[src/hdl/bcje_pkg.sv]
// Shared types and codes of the bytecode compare/jump execute core.
// Used by bcje_exec, the core top level and the testbench; depends on nothing.
`default_nettype none

package bcje_pkg;

  // Instruction kinds
  localparam logic [3:0] OP_NOP    = 4'd0;
  localparam logic [3:0] OP_LOAD   = 4'd1;
  localparam logic [3:0] OP_MOVE   = 4'd2;
  localparam logic [3:0] OP_CMP    = 4'd3;
  localparam logic [3:0] OP_JMP    = 4'd4;
  localparam logic [3:0] OP_JMP_F  = 4'd5;
  localparam logic [3:0] OP_JMP_T  = 4'd6;
  localparam logic [3:0] OP_RETURN = 4'd7;

  // Compare types
  localparam logic [3:0] CT_BOOL   = 4'd0;
  localparam logic [3:0] CT_S64    = 4'd4;
  localparam logic [3:0] CT_HANDLE = 4'd9;

  // Relations
  localparam logic [2:0] REL_LT = 3'd0;
  localparam logic [2:0] REL_LE = 3'd1;
  localparam logic [2:0] REL_EQ = 3'd2;
  localparam logic [2:0] REL_NE = 3'd3;
  localparam logic [2:0] REL_GE = 3'd4;
  localparam logic [2:0] REL_GT = 3'd5;

  localparam logic [7:0] BOOL_KIND_RESET = 8'd1;

  typedef struct packed {
    logic [3:0]  kind;
    logic [3:0]  compare_type;
    logic [2:0]  relation;
    logic [7:0]  dest_index;
    logic [7:0]  src_index;
    logic [63:0] operand_c;
    logic [15:0] current_pc;
  } instr_t;

  // One register file entry: kind code over payload
  typedef struct packed {
    logic [7:0]  kind;
    logic [63:0] payload;
  } operand_t;

  typedef struct packed {
    logic [15:0] next_pc;
    logic        halted;
    logic        bad_instruction;
    logic        write_enable;
    logic [7:0]  write_index;
    logic [7:0]  write_kind;
    logic [63:0] write_payload;
  } result_t;

endpackage

`default_nettype wire

[src/hdl/bcje_exec.sv]
// Combinational execute step: compare, jump resolution and register write.
// Depends on bcje_pkg for the instruction, operand and result types.
`default_nettype none

module bcje_exec #(
  parameter int REGISTER_COUNT = 256,
  parameter int PC_BITS        = 16
) (
  input  wire bcje_pkg::instr_t   instr,
  input  wire bcje_pkg::operand_t opnd_a,
  input  wire bcje_pkg::operand_t opnd_b,
  input  wire logic [7:0]         bool_kind,
  output      bcje_pkg::result_t  res
);

  logic [PC_BITS-1:0] pc_w;
  logic [PC_BITS-1:0] pc_next;
  logic [PC_BITS-1:0] target;
  logic [3:0]         ct_m1;
  logic [63:0]        mask;
  logic [63:0]        sgn;
  logic [63:0]        am;
  logic [63:0]        bm;
  logic               rel_ok;
  logic               eq_only;
  logic               cmp_bad;
  logic               cmp_res;
  logic               cond_true;
  logic               taken;
  logic               we;
  logic [7:0]         wkind;
  logic [63:0]        wpay;
  logic               halt;
  logic               bad;
  logic               ra_in_range;

  assign pc_w   = PC_BITS'(instr.current_pc);
  assign target = instr.operand_c[PC_BITS-1:0];

  // Width mask and sign flip for the integer compares
  assign ct_m1 = instr.compare_type - 4'd1;
  always_comb begin
    case (ct_m1[1:0])
      2'd0: begin mask = 64'h0000_0000_0000_00FF; sgn = 64'h0000_0000_0000_0080; end
      2'd1: begin mask = 64'h0000_0000_0000_FFFF; sgn = 64'h0000_0000_0000_8000; end
      2'd2: begin mask = 64'h0000_0000_FFFF_FFFF; sgn = 64'h0000_0000_8000_0000; end
      default: begin mask = 64'hFFFF_FFFF_FFFF_FFFF; sgn = 64'h8000_0000_0000_0000; end
    endcase
  end

  // Bring both operands into one unsigned ordering
  always_comb begin
    if (instr.compare_type == bcje_pkg::CT_BOOL) begin
      am = {63'd0, (opnd_a.payload[7:0] != 8'd0)};
      bm = {63'd0, (opnd_b.payload[7:0] != 8'd0)};
    end else if (instr.compare_type == bcje_pkg::CT_HANDLE) begin
      am = opnd_a.payload;
      bm = opnd_b.payload;
    end else if (instr.compare_type <= bcje_pkg::CT_S64) begin
      am = (opnd_a.payload & mask) ^ sgn;
      bm = (opnd_b.payload & mask) ^ sgn;
    end else begin
      am = opnd_a.payload & mask;
      bm = opnd_b.payload & mask;
    end
  end

  // Relation and legality
  assign rel_ok  = instr.relation <= bcje_pkg::REL_GT;
  assign eq_only = (instr.compare_type == bcje_pkg::CT_BOOL) ||
                   (instr.compare_type == bcje_pkg::CT_HANDLE);
  assign cmp_bad = !rel_ok || (instr.compare_type > bcje_pkg::CT_HANDLE) ||
                   (eq_only && (instr.relation != bcje_pkg::REL_EQ) &&
                    (instr.relation != bcje_pkg::REL_NE));

  always_comb begin
    case (instr.relation)
      bcje_pkg::REL_LT: cmp_res = am < bm;
      bcje_pkg::REL_LE: cmp_res = am <= bm;
      bcje_pkg::REL_EQ: cmp_res = am == bm;
      bcje_pkg::REL_NE: cmp_res = am != bm;
      bcje_pkg::REL_GE: cmp_res = am >= bm;
      default:          cmp_res = am > bm;
    endcase
  end

  assign cond_true = (opnd_a.kind == bool_kind) && (opnd_a.payload != 64'd0);

  // Decode the instruction kind
  always_comb begin
    pc_next = pc_w + PC_BITS'(1);
    taken   = 1'b0;
    we      = 1'b0;
    wkind   = 8'd0;
    wpay    = 64'd0;
    halt    = 1'b0;
    bad     = 1'b0;
    case (instr.kind)
      bcje_pkg::OP_NOP: begin
      end
      bcje_pkg::OP_LOAD: begin
        we    = 1'b1;
        wkind = instr.src_index;
        wpay  = instr.operand_c;
      end
      bcje_pkg::OP_MOVE: begin
        we    = 1'b1;
        wkind = opnd_a.kind;
        wpay  = opnd_a.payload;
      end
      bcje_pkg::OP_CMP: begin
        bad   = cmp_bad;
        we    = !cmp_bad;
        wkind = bool_kind;
        wpay  = {63'd0, cmp_res};
      end
      bcje_pkg::OP_JMP:   taken = 1'b1;
      bcje_pkg::OP_JMP_F: taken = !cond_true;
      bcje_pkg::OP_JMP_T: taken = cond_true;
      bcje_pkg::OP_RETURN: begin
        halt    = 1'b1;
        pc_next = pc_w;
      end
      default: bad = 1'b1;
    endcase
    if (taken) begin
      pc_next = target;
    end
  end

  // Drop writes beyond the register file
  assign ra_in_range = {1'b0, instr.dest_index} < 9'(REGISTER_COUNT);

  always_comb begin
    res.next_pc         = 16'(pc_next);
    res.halted          = halt;
    res.bad_instruction = bad;
    if (we && ra_in_range) begin
      res.write_enable  = 1'b1;
      res.write_index   = instr.dest_index;
      res.write_kind    = wkind;
      res.write_payload = wpay;
    end else begin
      res.write_enable  = 1'b0;
      res.write_index   = 8'd0;
      res.write_kind    = 8'd0;
      res.write_payload = 64'd0;
    end
  end

endmodule

`default_nettype wire

[config.mk]
export PLATFORM = sky130hd
export DESIGN_NAME = bcje_exec
export DESIGN_NICKNAME = d
export VERILOG_FILES = /design/src/hdl/bcje_pkg.sv /design/src/hdl/bcje_exec.sv
export SDC_FILE = /design/constraint.sdc
export NUM_CORES = 1
export LEC_CHECK = 0
export ABC_AREA = 1
export BUFFER_PORTS_ARGS = -buffer_cell sky130_fd_sc_hd__buf_4
export CAP_MARGIN = 20
export CORE_AREA = 2 2 140 142
export DETAILED_ROUTE_END_ITERATION = 8
export DIE_AREA = 0 0 142 144
export SYNTH_ARGS = -nofsm -noshare
export SYNTH_HDL_FRONTEND = slang
export SYNTH_SLANG_ARGS = --single-unit
[constraint.sdc]
create_clock -name vclk -period 2.5
set_clock_uncertainty 0.15 [all_clocks]
set_input_delay 0 -clock vclk [all_inputs]
set_output_delay 0 -clock vclk [all_outputs]
set_load 0.01 [all_outputs]
* Word level (Yosys, flattened, before mapping)
Index checks and enable logic that the tools add are counted.
** Operators by class
- Add/sub/neg operators :: 2
- $lt $le $gt $ge :: 7
- Eq/ne operators :: 19
- Mux-type cells :: 18
- Bitwise logic cells :: 4
- Reductions and logical operators :: 18
** Operators by type and width (count)
- $pmux 64 s3 :: 3
- $mux 64 :: 6
- $and 64x64->64 :: 2
- $xor 64x64->64 :: 2
- $mux 81 :: 1
- $eq 64x64->1 :: 1
- $ge 64x64->1 :: 1
- $gt 64x64->1 :: 1
- $le 64x64->1 :: 1
- $lt 64x64->1 :: 1
- $ne 64x64->1 :: 1
- $reduce_bool 64->1 :: 1
- $mux 16 :: 2
- $pmux 8 s3 :: 1
- $add 16x1->16 const B :: 1
- $eq 4x3->1 const B :: 4
- $reduce_bool 8->1 :: 2
- $eq 4x2->1 const B :: 2
- $eq 8x8->1 :: 1
- $logic_not 4->1 :: 2
- $reduce_or 7->1 :: 1
- $eq 3x2->1 const B :: 2
- $ne 3x2->1 const B :: 2
- $pmux 1 s5 :: 1
- other kinds (19) :: 26
** Word-level totals
- Register bits after elaboration :: 0
- Output and inout port bits :: 99
- Logic and storage cells :: 68

* Depth between registers and ports, before layout
- Word-level depth :: 12
- Depth in mapped cells :: 26
- Mapped depth without buffers :: 26

* Least setup slack after synthesis
Ideal clock, no wire load.
- Path kind :: input to output
- Start :: input port instr[100] (netlist bit)
- End :: output port res[0] (netlist bit)
- Arrival time :: 2.530 ns
- Slack :: -0.180 ns
- Cell stages on the path :: 23
- Buffers on the path :: 1
- Cells stage by stage :: inv_1 ha_1 inv_1 nor3_2 inv_2 nand2_1 clkbuf_1 nor2_1 ha_1 nand2_1 nor2_1 nand2_1 nor2_1 nand2_1 nor2_1 nand2_1 nand2_1 a21oi_1 nand2_1 inv_1 nand3_1 nand2_1 a21oi_1
** RTL lines
- from (decl) :: line bcje_exec.sv:9 : input wire bcje_pkg::instr_t instr,
- to (decl) :: line bcje_exec.sv:13 : output bcje_pkg::result_t res

==> impl_results.md <==
* Final setup fails at 1
* PortBufs at 350
* Routability congestion estimate at between 0.8 and 0.9
* Die area at between 20000 and 25000 um^2
* WHS at ~0.13 ns
* Adder-Cell Fraction of Synth Area at approximately a fifth
* Num rows at 51
* Cell count after synthesis at 843
* Worst Max-Slew Pin Slew at 0.441 ns
* Peak VDD IR at around 67 uV
* Final setup margin at -0.383 ns
* Flop pwr share at 0%
* P_int at 693 uW
* Setup Crit Path Kind: in -> out
* Critical Path End Type: output port
* 1st-iter DRT viols at about 170
* Pwr/cell area at between 150 and 200 nW/um^2
* Synth Cell Area at roughly 4400 um^2
* Reg area at 0 um^2
* Violated checks: setup timing
* Dpl hpwl at ~18000 um
* Post-synthesis mux area share at 0%
* Fin cells at 1445
* Core area at 19100 um^2
* Final wirelength at approximately 22000 um
* First-pass DRT Iterations at 4
* Worst-path fanout max at 8
* Worst Path Arrival at 2.73 ns
* NetSw at between 600 and 700 uW
* DR vias at ~6700
* Sequential share of the synthesized area at 0%
* Clock buffer count at 0
* Pin count of the biggest net entering global routing at 40
* Overall power at about 1400 uW
* Logic pwr share at 100.0%
* Sw frac at between 40% and 50%
* Fraction of layout cells with a size suffix above 1 at roughly two fifths
* Vias per inst at roughly 4.6
* Die height at 144 um
* GR Util All Layers at 18.9%
* Fin nets at approximately 1500
* Avg WL per Cell at 14.9 um
* Area share of xor/xnor cells in the synthesized design at about 4.2%
* Syn_nets at between 1000 and 1500
* RSZ-0062 raised after global routing: yes
* First-pass GRT wire length at around 32000 um
* Final hold vios at 0
* Final worst-path cycle share at 115%
* Initial Util at between 20% and 30%
* Syn. warnings at 0
* Post-CTS Hold Buffers at 0
* Synth-to-Final Area Change at 82.6%
* Clock share of power at 0%
* Fillers at 2110
* Max Transition Viols Final at 0
* Worst EP required at around 2.4 ns
* Hold Path Class: in -> out
* Compound-cell area share of the yosys netlist at 18.4%
* Residual DRC at 0
* Top Ports at 358
* Status: complete, but fails checks
* Min Clock Period, post-route at a little under 3 ns
* Die span in x at 142 um
* Final instance area at between 8000 and 9000 um^2
* Startpoint types: primary input
* Dpl cells at 1434
* Commonest non-fill, non-tap cells in the layout: buf_4 (379), nand2_1 (218), inv_1 (119)
* Most common cell after layout, fill and taps aside: buf_4
* Max-cap violations at 0
* DP Worst Slack at -0.553 ns
* Final ANT Viol Nets at 0
* Main combinational cell family by area after synthesis: simple AND/OR/NAND/NOR gates
* Syn avg cell area at about 5.2 um^2
* Vias in the first global route at ~6400
* Post-synthesis simple-gate area fraction at a little over two fifths
* Fmax at 347 MHz
* Grt total ovfl at 0
* Pleak at 0.00437 uW
* Rel. slew slack at a little over two thirds
* Count of cell types in the netlist at 37
* Seq_cells at 0
* Placed Area at ~7500 um^2
* Initial antenna violation count at 2
[final cells by class]
class              instances  area, um^2  area share [%]
repair buffers           398        3190            39.7
well taps                238         298            3.71
diodes                     1        2.50          0.0312
inverters                134         528            6.57
multi-input cells        674        4020            50.0
[stage by stage]
stage	utilization, %	TNS [ns]
after detailed placement	39.5	-0.553
after global routing	42.1	-0.590
after CTS	40.5	-0.348
final	42.1	-0.383
after floorplan	-	0
after global placement	39.5	-0.543
[path summary, 6_finish.rpt]
path | depth (start not counted) | slack (ns) | to | startpoint
worst max-delay path | 27 | -0.38 | res[0] | instr[100]
worst min-delay path | 4 | 0.13 | res[63] | instr[79]
[Yosys cell counts, drive strengths merged, types with 2 or more instances]
master    n  area [um^2]
nand2   240          908
inv     130          488
nor2     91          357
o21ai    78          394
ha       71          888
a21oi    42          210
nand3    39          218
nor3     33          196
clkbuf   23         86.3
nor4     15         93.8
o22ai    14         87.6
xnor2    13          114
buf      12         72.6
nand4     9         56.3
a31oi     8         50.1
xor2      8         70.1
clkinv    4         16.3
or2       4         25.0
o21a      3         22.5
a21o      2         15.0
[cell families after synthesis]
kind of cell | Yosys count
adders and majority gates | 71
xor gates and xnor gates | 21
buffers and inverters | 169
and+or+nand+nor | 431
AOI/OAI and AO/OA | 151
[timing repair]
| action | in CTS | in global routing |
|---|---|---|
| endpoints found under the setup margin | 1 | 1 |
| resized for setup | 33 | 54 |
| gates cloned | 2 | 4 |
| pin swaps | 9 | 43 |
| setup buffers | 2 | 4 |
| endpoints found under the hold margin | 0 | 0 |
[worst max-delay path: stages]
cell     delay (ns)
buf_6          0.10
inv_6          0.06
ha_4           0.14
inv_4          0.05
nor3_4         0.21
inv_2          0.12
nand2_8        0.14
buf_12         0.15
buf_4          0.11
nor2_1         0.04
ha_1           0.27
nand2_1        0.05
nor2_1         0.11
nand2_2        0.09
nor2_4         0.15
nand2_4        0.08
nor2_4         0.12
inv_2          0.04
nand2_1        0.05
nand2_1        0.06
a21oi_2        0.13
nand2_1        0.06
inv_1          0.05
nand3_1        0.06
nand2_1        0.07
a21oi_2        0.05
buf_4          0.16
[layer usage]
| metal | up-vias | global-route usage, % | wire (um) |
|---|---|---|---|
| met2 | 231 | 37.2 | 11100 |
| met4 | 2 | 3.26 | 457 |
| met1 | 2959 | 21.4 | 8570 |
| met5 | - | 0 | 13 |
| li1 | 3466 | - | - |
| met3 | 25 | 3.21 | 1470 |
[power by group through the flow]
stage               clock network (uW)  registers (uW)  logic, uW
floorplan                            0               0        596
global placement                     0               0       1220
detailed placement                   0               0       1230
CTS                                  0               0       1290
global route                 0.0000536               0       1510
finish                       0.0000536               0       1360
Note: power is estimated with default switching activity, not from simulation.
